`src/rtl/core/mfd_pkg.sv`:
```
// ---------------------------------------------------------------------------
// mfd_pkg
// Shared types and constants of the masked frame deframer core.
// ---------------------------------------------------------------------------
package mfd_pkg;

  localparam int unsigned HDR_BYTES = 9;
  localparam int unsigned POS_W     = 4;
  localparam int unsigned LEN_W     = 32;
  localparam int unsigned KEY_W     = 32;
  localparam int unsigned COUNT_W   = 33;

  // header position of the last header byte (the final key byte)
  localparam logic [POS_W-1:0] POS_KEY_END = POS_W'(HDR_BYTES - 1);
  localparam logic [POS_W-1:0] POS_PAYLOAD = POS_W'(HDR_BYTES);
  localparam logic [POS_W-1:0] POS_OPCODE  = POS_W'(0);
  localparam logic [POS_W-1:0] POS_LEN_END = POS_W'(4);

  typedef enum logic [1:0] {
    KIND_OPCODE  = 2'd0,
    KIND_PAYLOAD = 2'd1,
    KIND_TRUNC   = 2'd2
  } kind_t;

  typedef struct packed {
    logic [7:0] data;
    logic       last;
  } in_word_t;

  typedef struct packed {
    kind_t      kind;
    logic [7:0] data;
    logic       last;
    logic       error;
  } result_t;

endpackage

```
`src/rtl/core/mfd_in_if.sv`:
```
// ---------------------------------------------------------------------------
// mfd_in_if
// Input channel: one received byte per word, with a last flag.
// ---------------------------------------------------------------------------
interface mfd_in_if;
  logic       valid;
  logic       ready;
  logic [7:0] in_byte;
  logic       in_last;

  modport source (output valid, output in_byte, output in_last, input ready);
  modport sink   (input valid, input in_byte, input in_last, output ready);
endinterface

```
`src/rtl/core/mfd_out_if.sv`:
```
// ---------------------------------------------------------------------------
// mfd_out_if
// Result channel: unmasked opcode or payload byte, or truncation report.
// ---------------------------------------------------------------------------
interface mfd_out_if;
  logic       valid;
  logic       ready;
  logic [1:0] out_kind;
  logic [7:0] out_byte;
  logic       out_last;
  logic       out_error;

  modport source (output valid, output out_kind, output out_byte,
                  output out_last, output out_error, input ready);
  modport sink   (input valid, input out_kind, input out_byte,
                  input out_last, input out_error, output ready);
endinterface

```
`src/rtl/core/mfd_in_stage.sv`:
```
// ---------------------------------------------------------------------------
// mfd_in_stage
// Input register: capture one word, hold it until the parser takes it.
// ---------------------------------------------------------------------------
module mfd_in_stage (
  input  logic              clk,
  input  logic              rst_n,
  mfd_in_if.sink            in_ch,
  input  logic              take,
  output mfd_pkg::in_word_t word,
  output logic              word_valid
);

  logic              valid_r;
  logic              valid_nxt;
  mfd_pkg::in_word_t word_r;
  logic              accept;

  assign in_ch.ready = !valid_r || take;
  assign accept      = in_ch.valid && in_ch.ready;

  always_comb begin
    valid_nxt = valid_r;
    if (accept) begin
      valid_nxt = 1'b1;
    end else if (take) begin
      valid_nxt = 1'b0;
    end
  end

  always_ff @(posedge clk) begin
    if (!rst_n) begin
      valid_r <= 1'b0;
    end else begin
      valid_r <= valid_nxt;
    end
  end

  // payload: load on accept only
  always_ff @(posedge clk) begin
    if (accept) begin
      word_r.data <= in_ch.in_byte;
      word_r.last <= in_ch.in_last;
    end
  end

  assign word       = word_r;
  assign word_valid = valid_r;

endmodule

```
`src/rtl/core/mfd_parse.sv`:
```
// ---------------------------------------------------------------------------
// mfd_parse
// Frame state and unmasking logic: header capture, key select, size check.
// ---------------------------------------------------------------------------
module mfd_parse (
  input  logic              clk,
  input  logic              rst_n,
  input  mfd_pkg::in_word_t word,
  input  logic              word_valid,
  input  logic              out_free,
  output logic              take,
  output logic              res_load,
  output mfd_pkg::result_t  res
);

  logic [mfd_pkg::POS_W-1:0]   pos_r,  pos_nxt;
  logic [7:0]                  opc_r,  opc_nxt;
  logic [mfd_pkg::LEN_W-1:0]   len_r,  len_nxt;
  logic [mfd_pkg::KEY_W-1:0]   key_r,  key_nxt;
  logic [mfd_pkg::COUNT_W-1:0] cnt_r,  cnt_nxt;

  logic [mfd_pkg::KEY_W-1:0]   key_full;
  logic [mfd_pkg::COUNT_W-1:0] cnt_inc;
  logic [1:0]                  key_sel;
  logic [7:0]                  key_byte;
  logic                        has_res;

  assign key_full = {key_r[mfd_pkg::KEY_W-9:0], word.data};
  assign cnt_inc  = (cnt_r == {mfd_pkg::COUNT_W{1'b1}}) ? cnt_r
                                                          : cnt_r + 1'b1;
  assign key_sel  = cnt_r[1:0] + 2'd1;

  always_comb begin
    unique case (key_sel)
      2'd0:    key_byte = key_r[31:24];
      2'd1:    key_byte = key_r[23:16];
      2'd2:    key_byte = key_r[15:8];
      default: key_byte = key_r[7:0];
    endcase
  end

  // header bytes before the last key byte give nothing unless flagged last
  assign has_res  = word.last || (pos_r >= mfd_pkg::POS_KEY_END);
  assign take     = word_valid && (!has_res || out_free);
  assign res_load = take && has_res;

  always_comb begin
    pos_nxt = pos_r;
    opc_nxt = opc_r;
    len_nxt = len_r;
    key_nxt = key_r;
    cnt_nxt = cnt_r;
    res     = '{kind: mfd_pkg::KIND_TRUNC, data: 8'd0, last: 1'b1, error: 1'b1};
    priority if (pos_r < mfd_pkg::POS_KEY_END) begin
      priority if (pos_r == mfd_pkg::POS_OPCODE) begin
        opc_nxt = word.data;
      end else if (pos_r <= mfd_pkg::POS_LEN_END) begin
        len_nxt = {len_r[mfd_pkg::LEN_W-9:0], word.data};
      end else begin
        key_nxt = key_full;
      end
      pos_nxt = pos_r + 1'b1;
    end else if (pos_r == mfd_pkg::POS_KEY_END) begin
      key_nxt   = key_full;
      pos_nxt   = mfd_pkg::POS_PAYLOAD;
      res.kind  = mfd_pkg::KIND_OPCODE;
      res.data  = opc_r ^ key_full[mfd_pkg::KEY_W-1 -: 8];
      res.last  = word.last;
      res.error = word.last && (len_r != '0);
    end else begin
      cnt_nxt   = cnt_inc;
      pos_nxt   = mfd_pkg::POS_PAYLOAD;
      res.kind  = mfd_pkg::KIND_PAYLOAD;
      res.data  = word.data ^ key_byte;
      res.last  = word.last;
      res.error = word.last && (cnt_inc != {1'b0, len_r});
    end
    // drop all frame state at the end of a buffer
    if (word.last) begin
      pos_nxt = '0;
      opc_nxt = '0;
      len_nxt = '0;
      key_nxt = '0;
      cnt_nxt = '0;
    end
  end

  always_ff @(posedge clk) begin
    if (!rst_n) begin
      pos_r <= '0;
      opc_r <= '0;
      len_r <= '0;
      key_r <= '0;
      cnt_r <= '0;
    end else if (take) begin
      pos_r <= pos_nxt;
      opc_r <= opc_nxt;
      len_r <= len_nxt;
      key_r <= key_nxt;
      cnt_r <= cnt_nxt;
    end
  end

endmodule

```
`src/rtl/core/mfd_out_stage.sv`:
```
// ---------------------------------------------------------------------------
// mfd_out_stage
// Result register: hold one result word until the sink takes it.
// ---------------------------------------------------------------------------
module mfd_out_stage (
  input  logic             clk,
  input  logic             rst_n,
  input  logic             load,
  input  mfd_pkg::result_t res,
  output logic             out_free,
  mfd_out_if.source        out_ch
);

  logic             valid_r;
  logic             valid_nxt;
  mfd_pkg::result_t res_r;

  assign out_free = !valid_r || out_ch.ready;

  always_comb begin
    valid_nxt = valid_r;
    if (load) begin
      valid_nxt = 1'b1;
    end else if (out_ch.ready) begin
      valid_nxt = 1'b0;
    end
  end

  always_ff @(posedge clk) begin
    if (!rst_n) begin
      valid_r <= 1'b0;
    end else begin
      valid_r <= valid_nxt;
    end
  end

  always_ff @(posedge clk) begin
    if (load) begin
      res_r <= res;
    end
  end

  assign out_ch.valid     = valid_r;
  assign out_ch.out_kind  = res_r.kind;
  assign out_ch.out_byte  = res_r.data;
  assign out_ch.out_last  = res_r.last;
  assign out_ch.out_error = res_r.error;

endmodule

```
`src/rtl/core/masked_frame_deframer_core.sv`:
```
// Input register, parse, result register: a result loads once the result register is free.
// Throughput: one word per cycle, sustained while the sink takes every result; set by the
//   combinational parse between the input register and the result register.
// Header words before the last key byte give no result unless flagged last; those that give
//   none never wait on the sink.
// Reset (rst_n low, synchronous) empties both registers and clears all frame state.
// ---------------------------------------------------------------------------
// masked_frame_deframer_core
// Unpacks a masked, length-prefixed frame: opcode, 4-byte length, 4-byte key,
// payload. Gives the unmasked opcode, each unmasked payload byte, and a size
// check or truncation report on the buffer's last word.
// ---------------------------------------------------------------------------
module masked_frame_deframer_core (
  input  logic      clk,
  input  logic      rst_n,
  mfd_in_if.sink    in_ch,
  mfd_out_if.source out_ch
);

  mfd_pkg::in_word_t word;
  logic              word_valid;
  logic              take;
  logic              res_load;
  logic              out_free;
  mfd_pkg::result_t  res;

  // Capture each incoming word; ready stays high while the parser keeps up.
  mfd_in_stage u_in (
    .clk        (clk),
    .rst_n      (rst_n),
    .in_ch      (in_ch),
    .take       (take),
    .word       (word),
    .word_valid (word_valid)
  );

  // Advance the header position, collect length and key, unmask the payload.
  // A word that yields a result waits only while the result register is full and not taken.
  mfd_parse u_parse (
    .clk        (clk),
    .rst_n      (rst_n),
    .word       (word),
    .word_valid (word_valid),
    .out_free   (out_free),
    .take       (take),
    .res_load   (res_load),
    .res        (res)
  );

  // Hold the result word for the sink; refill in the cycle it is taken.
  mfd_out_stage u_out (
    .clk      (clk),
    .rst_n    (rst_n),
    .load     (res_load),
    .res      (res),
    .out_free (out_free),
    .out_ch   (out_ch)
  );

endmodule

```
`src/flat_wrapper.sv`:
```
// flat-port wrapper written by rule: the top's interface ports become plain ports
module masked_frame_deframer_core_flat 
  (clk, rst_n, in_ch_valid, in_ch_in_byte, in_ch_in_last, in_ch_ready, out_ch_valid, out_ch_out_kind, out_ch_out_byte, out_ch_out_last, out_ch_out_error, out_ch_ready);
  mfd_in_if in_ch_i ();
  mfd_out_if out_ch_i ();
  input  logic clk;
  input  logic rst_n;
  input wire logic [$bits(in_ch_i.valid)-1:0] in_ch_valid;
  input wire logic [$bits(in_ch_i.in_byte)-1:0] in_ch_in_byte;
  input wire logic [$bits(in_ch_i.in_last)-1:0] in_ch_in_last;
  output wire logic [$bits(in_ch_i.ready)-1:0] in_ch_ready;
  output wire logic [$bits(out_ch_i.valid)-1:0] out_ch_valid;
  output wire logic [$bits(out_ch_i.out_kind)-1:0] out_ch_out_kind;
  output wire logic [$bits(out_ch_i.out_byte)-1:0] out_ch_out_byte;
  output wire logic [$bits(out_ch_i.out_last)-1:0] out_ch_out_last;
  output wire logic [$bits(out_ch_i.out_error)-1:0] out_ch_out_error;
  input wire logic [$bits(out_ch_i.ready)-1:0] out_ch_ready;
  assign in_ch_i.valid = in_ch_valid;
  assign in_ch_i.in_byte = in_ch_in_byte;
  assign in_ch_i.in_last = in_ch_in_last;
  assign in_ch_ready = in_ch_i.ready;
  assign out_ch_valid = out_ch_i.valid;
  assign out_ch_out_kind = out_ch_i.out_kind;
  assign out_ch_out_byte = out_ch_i.out_byte;
  assign out_ch_out_last = out_ch_i.out_last;
  assign out_ch_out_error = out_ch_i.out_error;
  assign out_ch_i.ready = out_ch_ready;
  masked_frame_deframer_core u_core (.clk(clk), .rst_n(rst_n), .in_ch(in_ch_i), .out_ch(out_ch_i));
endmodule
```
`config.mk`:
```
export PLATFORM = sky130hd
export DESIGN_NAME = masked_frame_deframer_core_flat
export DESIGN_NICKNAME = d
export VERILOG_FILES = /design/src/rtl/core/mfd_pkg.sv /design/src/rtl/core/mfd_in_if.sv /design/src/rtl/core/mfd_out_if.sv /design/src/rtl/core/mfd_in_stage.sv /design/src/rtl/core/mfd_parse.sv /design/src/rtl/core/mfd_out_stage.sv /design/src/rtl/core/masked_frame_deframer_core.sv /design/src/flat_wrapper.sv
export SDC_FILE = /design/constraint.sdc
export NUM_CORES = 1
export LEC_CHECK = 0
export CAP_MARGIN = 20
export CORE_MARGIN = 2
export CORE_UTILIZATION = 58
export CTS_CLUSTER_DIAMETER = 100
export DETAILED_ROUTE_END_ITERATION = 6
export DONT_BUFFER_PORTS = 1
export PLACE_DENSITY_LB_ADDON = 0.05
export SETUP_SLACK_MARGIN = 0.15
export SKIP_LAST_GASP = 1
export SYNTH_ARGS = -nofsm -noshare
export SYNTH_HDL_FRONTEND = slang
export SYNTH_SLANG_ARGS = --single-unit
```
`constraint.sdc`:
```
create_clock -name clk -period 3 [get_ports clk]
set_input_delay 0.45 -clock clk [delete_from_list [all_inputs] [get_ports clk]]
set_output_delay 0.45 -clock clk [all_outputs]
set_load 0.03 [all_outputs]
```
* Word level (Yosys, flattened, before mapping) *
Index checks and enable logic that the tools add are counted.

storage, ports and cells
  word-level logic and storage cells = 80
  output and inout bits = 14
  register bits = 132
  input bits = 13

cells by class
  muxes and demuxes = 24
  $add $sub $neg = 3
  bitwise logic cells = 2
  magnitude comparators = 3
  equal/unequal tests = 10
  reductions and logical operators = 25

operator list
  operator                                                                count
  32-bit two-way mux                                                      9
  33-bit two-way mux                                                      4
  33-bit by 1-bit adder with 33-bit output (second input constant)        1
  33-bit equality test (second input constant)                            1
  33-bit by 32-bit != test with 1-bit output                              1
  32-bit nonzero test                                                     1
  8-bit two-way mux                                                       3
  8-bit one-hot mux with 3 select lines                                   1
  8-bit bitwise XOR                                                       2
  11-bit two-way mux                                                      1
  2-bit nonzero test                                                      5
  4-bit two-way mux                                                       2
  4-bit AND reduction                                                     2
  2-bit by 1-bit != test with 1-bit output (second input constant)        3
  3-bit by 2-bit != test with 1-bit output (second input constant)        2
  3-bit AND reduction                                                     2
  1-bit logical AND                                                       5
  4-bit by 1-bit adder with 4-bit output (second input constant)          1
  4-bit equality test (second input constant)                             1
  4-bit greater-or-equal comparator (second input constant)               1
  4-bit by 3-bit <= comparator with 1-bit output (second input constant)  1
  4-bit logical NOT                                                       1
  1-bit logical OR                                                        4
  4-bit < comparator (second input constant)                              1
  7 further kinds                                                         12

* Depth between registers and ports, before layout *
  depth in word-level cells = 8
  gate-level depth with buffers = 12
  gate-level depth less buffers = 10

* Cells and area by module *
Synthesis repeated with hierarchy kept, for this count alone.

unflattened totals
  cell total of the unflattened synthesis = 873
  area, all modules = 7113.1 sq um

by module, submodules not included
  module         area an instance (sq um)  instances  sequential area each (sq um)  cells each
  mfd_parse      6376.1                    1          2182.1                        843
  mfd_out_stage  409.1                     1          380.4                         16
  mfd_in_stage   327.8                     1          290.3                         14

* Worst setup path after synthesis *
Ideal clock, no wire load.

  path type = flip-flop to flip-flop
  from = register u_core.u_parse.cnt_r[0] (netlist bit)
  to = register u_core.u_out.res_r, in the netlist u_core.u_out.out_ch.out_error, data pin
  cell stages (with the launch flop) = 10
  required time = 2.731 ns
  buffers on the path = 1
  arrival = 2.634 ns
  setup slack = 0.096 ns
  period minus slack after synthesis = 2.904 ns
  library setup time = 0.269 ns
  cell sequence = dfxtp_1 -> ha_1 -> and3_1 -> nand3_2 -> nor4_4 -> buf_6 -> a22oi_1 -> or4_1 -> nor4_1 -> a31oi_1

on the way
  word-level cells in the longest chain between the ends = 5
  elaborated cells between the ends (all ways) = 6
  classes of those cells = add/sub (1); eq/ne (2); mux (2); reduce/logical (1)

RTL lines
  what                                                                                     RTL line                          RTL
  start: declaration                                                                       mfd_parse.sv:20                   logic [mfd_pkg::COUNT_W-1:0] cnt_r, cnt_nxt;
  start signal: assignment                                                                 mfd_parse.sv:100                  cnt_r <= cnt_nxt;
  33-bit by 1-bit adder with 33-bit output / 33-bit equality test (equally long branches)  mfd_parse.sv:30, mfd_parse.sv:29
  33-bit two-way mux (*)                                                                   mfd_parse.sv:29                   assign cnt_inc = (cnt_r == {mfd_pkg::COUNT_W{1'b1}}) ? cnt_r
  33-bit by 32-bit != test with 1-bit output (*)                                           mfd_parse.sv:76                   res.error = word.last && (cnt_inc != {1'b0, len_r});
  1-bit logical AND (*)                                                                    mfd_parse.sv:76
  11-bit two-way mux (*)                                                                   mfd_parse.sv:63                   end else if (pos_r == mfd_pkg::POS_KEY_END) begin
  end signal: assignment                                                                   mfd_out_stage.sv:39               res_r <= res;
  end: declaration                                                                         mfd_out_stage.sv:16               mfd_pkg::result_t res_r;

Every way passes the cells marked *; elsewhere a longest branch is shown, timed or not.
A chain may end at the register's enable or synchronous reset.

* Worst setup path after layout *
Ends and elaborated chain as after synthesis.

==> run_results.csv <==
group,metric,value,unit
synthesis,yosysWarnings,0,
critical_path,start_kind,"flip-flop",
grt,antenna_found_initial,0,
critical_path,worstSetupStartpoint,"u_core.u_parse.cnt_r[0]",
critical_path,crit_path_cell_trace,"buf_6 -> and4_4 -> and4_4 -> nand3_4 -> buf_4 -> buf_4 -> or3_1 -> a311oi_1 -> and4_1 -> a31oi_1",
timing,fin_tns_setup,0,ps
synthesis,syn_nets,854,
routing,drc,0,
synthesis,netlist_instances,834,
routing,drt-pass1-iter-count,6,
critical_path,worstPathArrival,2890,ps
timing,hold_violations,0,
cts,clk_pin_slew,60,ps
timing,worst_slew_pin_slew,736,ps
grt,grt_max_degree,72,
routing,wl_met1,9230,um
critical_path,critPathTopFamily,"simple AND/OR/NAND/NOR gates",
pwr,max-vdd-ir-drop,0.621,mV
die,rows,40,
critical_path,critPathCapture,"u_core.u_out.out_ch.out_error",
critical_path,cp_num_cells,10,
timing,clock_skew,15.7,ps
cts,cts_hold_buf,0,
cts,clk_latency,420,ps
critical_path,path_class,"flip-flop to flip-flop",
routing,vias,6619,
synthesis,ys_ff_latch,132,
synthesis,synth_edf_count,21,
timing,rsz0062_at_grt,"no",
routing,wl_met3,2090,um
die,dieArea,12900,um2
cts,cts_tree,"built",
cells_and_area,antenna-diode-count,0,
timing,max_freq,366,MHz
critical_path,r2r_slack,270,ps
routing,post_drt_wl_per_cell,20.9,um
synthesis,async_flop_share,0,%
timing,timing.final.crit_share,91.1,%
critical_path,worst_path_max_delay_cell,"or3_1",
cells_and_area,nets,874,
critical_path,r2r-end,"u_core.u_out.out_ch.out_error",
grt,grt_usage,33.2,%
worst_hold_path,min_path_type,"input port to flip-flop",
die,die_h,114,um
routing,antenna_left,0,
pwr,total_power,0.00425,W
synthesis,avgSynthCellArea,8.35,um2
grt,grt_pass1_vias,6159,
critical_path,worstPathRequired,3160,ps
timing,drv_slew,0,
placement,place_area,7300,um2
cells_and_area,drive_gt1_share,16.0,%
critical_path,critPathMaxStageDelay,430,ps
synthesis,synth-seq-area-share,41.0,%
critical_path,worstReg2RegStart,"u_core.u_parse.cnt_r[0]",
critical_path,ff2ff_path_depth,10,
cts,cts_buffers,17,
cells_and_area,area_growth,17.6,%
placement,gp_congestion,1.04,
critical_path,crit_buf_inv,3,
die,die_w,114,um
cts,root_buffer,"clkbuf_16",
grt,overflow,0,
routing,routed_wl,21200,um
worst_hold_path,min-delay-start,"in_ch_in_byte[3]",
routing,top_layer_used,"met4",
placement,place_inst,968,
synthesis,netlist_area,6960,um2
critical_path,cp_max_fo,8,
cts,clock-sinks,132,
timing,finalSetupViolations,0,
pwr,power_density,519,nW/um2
flow_run,maxCapViolCount,0,
pwr,p_leak,2.92,nW
die,initial_core_util,58.7,%
status,outcome,"finished, final reports clean",
timing,min_period,2730,ps
cells_and_area,final_core_util,69.0,%
routing,vias_per_cell,6.53,
synthesis,ys.flop_type,"dfxtp_1",
cts,cts.path.max_buffers,2,
critical_path,cp-end-kind,"flip-flop",
grt,grt_pass1_wl,33200,um
cells_and_area,stdcell_count,1014,
die,core,11900,um2
routing,drt_iter0_drc,766,
cts,h-tree-depth,4,
timing,slew_headroom,50.6,%
placement,dpl.hpwl,14400,um
synthesis,synth_cell_types,62,
placement,portBuffers,0,
routing,wl_met2,9380,um
die,io_pins,27,
cells_and_area,finalInstanceArea,8190,um2
[cells by family (layout without fill, tap and decap cells)]
kind of cell               Yosys count  in the layout  share of synthesized area (%)
and+or+nand+nor                    322            322                           24.0
AOI/OAI and AO/OA                  221            221                           19.9
DFF                                132            132                           41.0
buffers and inverters               85            118                           5.18
xor gates and xnor gates            58             58                           7.30
muxes                                9              9                           1.29
adders and majority gates            7              7                           1.26
[stage by stage]
stage	hold slack, ps	setup WS (ps)
final	118	267
after global routing	100	138
after CTS	108	172
after detailed placement	482	46.3
after global placement	468	134
after floorplan	457	214
[layer usage]
metal,vias up,GRT usage (%)
met5,-,0
met3,43,11.1
met1,3165,46.1
met2,349,48.3
met4,0,11.7
li1,3062,-
[registers in the layout, summed over array words and instances, names as in the netlist, 2 cells and up]
signal and cells:
u_core.u_parse.pos_r 4, u_core.u_out.out_ch.out_byte 8, u_core.u_parse.len_r 32, u_core.u_parse.opc_r 8
u_core.u_in.word 9, u_core.u_out.out_ch.out_kind 2, u_core.u_parse.key_r 32, u_core.u_parse.cnt_r 33
[worst min path at each step]
stage / end / depth (start not counted)
floorplan: u_core.u_parse.key_r[0] / 2
global placement: u_core.u_parse.key_r[30] / 2
detailed placement: u_core.u_parse.key_r[31] / 2
CTS: u_core.u_in.word[4] / 0
global route: u_core.u_in.word[4] / 0
finish: u_core.u_in.word[4] / 0
[Yosys cell counts, drive strengths merged (7+ instances only)]
master | instances | area share [%]
and4 | 7 | 0.88
a21o | 9 | 0.97
a21oi | 80 | 5.8
xnor2 | 32 | 4.0
nand4 | 17 | 1.5
nand3 | 20 | 1.7
o21ai | 38 | 2.7
nor2 | 128 | 6.9
and3 | 8 | 0.72
buf | 16 | 1.4
a211oi | 9 | 0.97
ha | 7 | 1.3
edfxtp | 21 | 9.1
xor2 | 26 | 3.3
nand2 | 36 | 2.0
clkbuf | 50 | 2.7
a31oi | 10 | 0.90
a22oi | 44 | 4.7
nor3b | 26 | 2.8
nor4 | 16 | 1.7
dfxtp | 111 | 32
inv | 19 | 1.0
nor3 | 33 | 2.5
a222oi | 10 | 1.4
mux2i | 9 | 1.3
[report_power, final]
part	internal, W	switching [W]	total, W
Sequential	0.00181	0.0000256	0.00184
Clock	0.00143	0.000836	0.00227
Combinational	0.0000384	0.0000984	0.000137
[layout make-up]
| class | count | area (um2) |
|---|---|---|
| clock buffers | 22 | 528 |
| repair buffers | 67 | 538 |
| clock inverters | 10 | 126 |
| flip-flops and latches | 132 | 2880 |
| well taps | 147 | 184 |
| inverters | 19 | 71.3 |
| fillers | 954 | 3670 |
| multi-input cells | 617 | 3860 |
[placed cells by master, fill, tap and decap left out, types with 4 or more instances in the layout]
master | synthesis | layout
o21ai_0 | 35 | 33
nor2b_1 | 5 | 5
a22oi_1 | 44 | 44
a222oi_1 | 10 | 10
buf_6 | 2 | 4
a21oi_1 | 80 | 80
nand2_1 | 35 | 35
nand3b_1 | 5 | 5
and4_1 | 7 | 4
nand2b_1 | 4 | 4
inv_1 | 18 | 18
nor4_1 | 15 | 12
xnor2_1 | 32 | 32
a211oi_1 | 9 | 9
nand3_1 | 18 | 16
nor2_1 | 128 | 127
nor3b_1 | 26 | 26
buf_4 | 3 | 61
nand4_1 | 17 | 17
nor3_1 | 31 | 30
dfxtp_1 | 111 | 99
and3_1 | 8 | 6
a21o_1 | 9 | 9
o22ai_1 | 4 | 4
dfxtp_2 | 0 | 9
ha_1 | 7 | 6
or4_1 | 5 | 5
xor2_1 | 26 | 26
edfxtp_1 | 21 | 21
clkbuf_16 | 0 | 20
a31oi_1 | 10 | 10
mux2i_1 | 9 | 9
[timing repair]
| action | 4_1_cts | 5_1_grt |
|---|---|---|
| setup endpoints to repair | 1 | 1 |
| pin swaps | 1 | 11 |
| setup buffers | 1 | 13 |
| gates resized for setup | 5 | 37 |
Note: power is estimated with default switching activity, not from simulation.
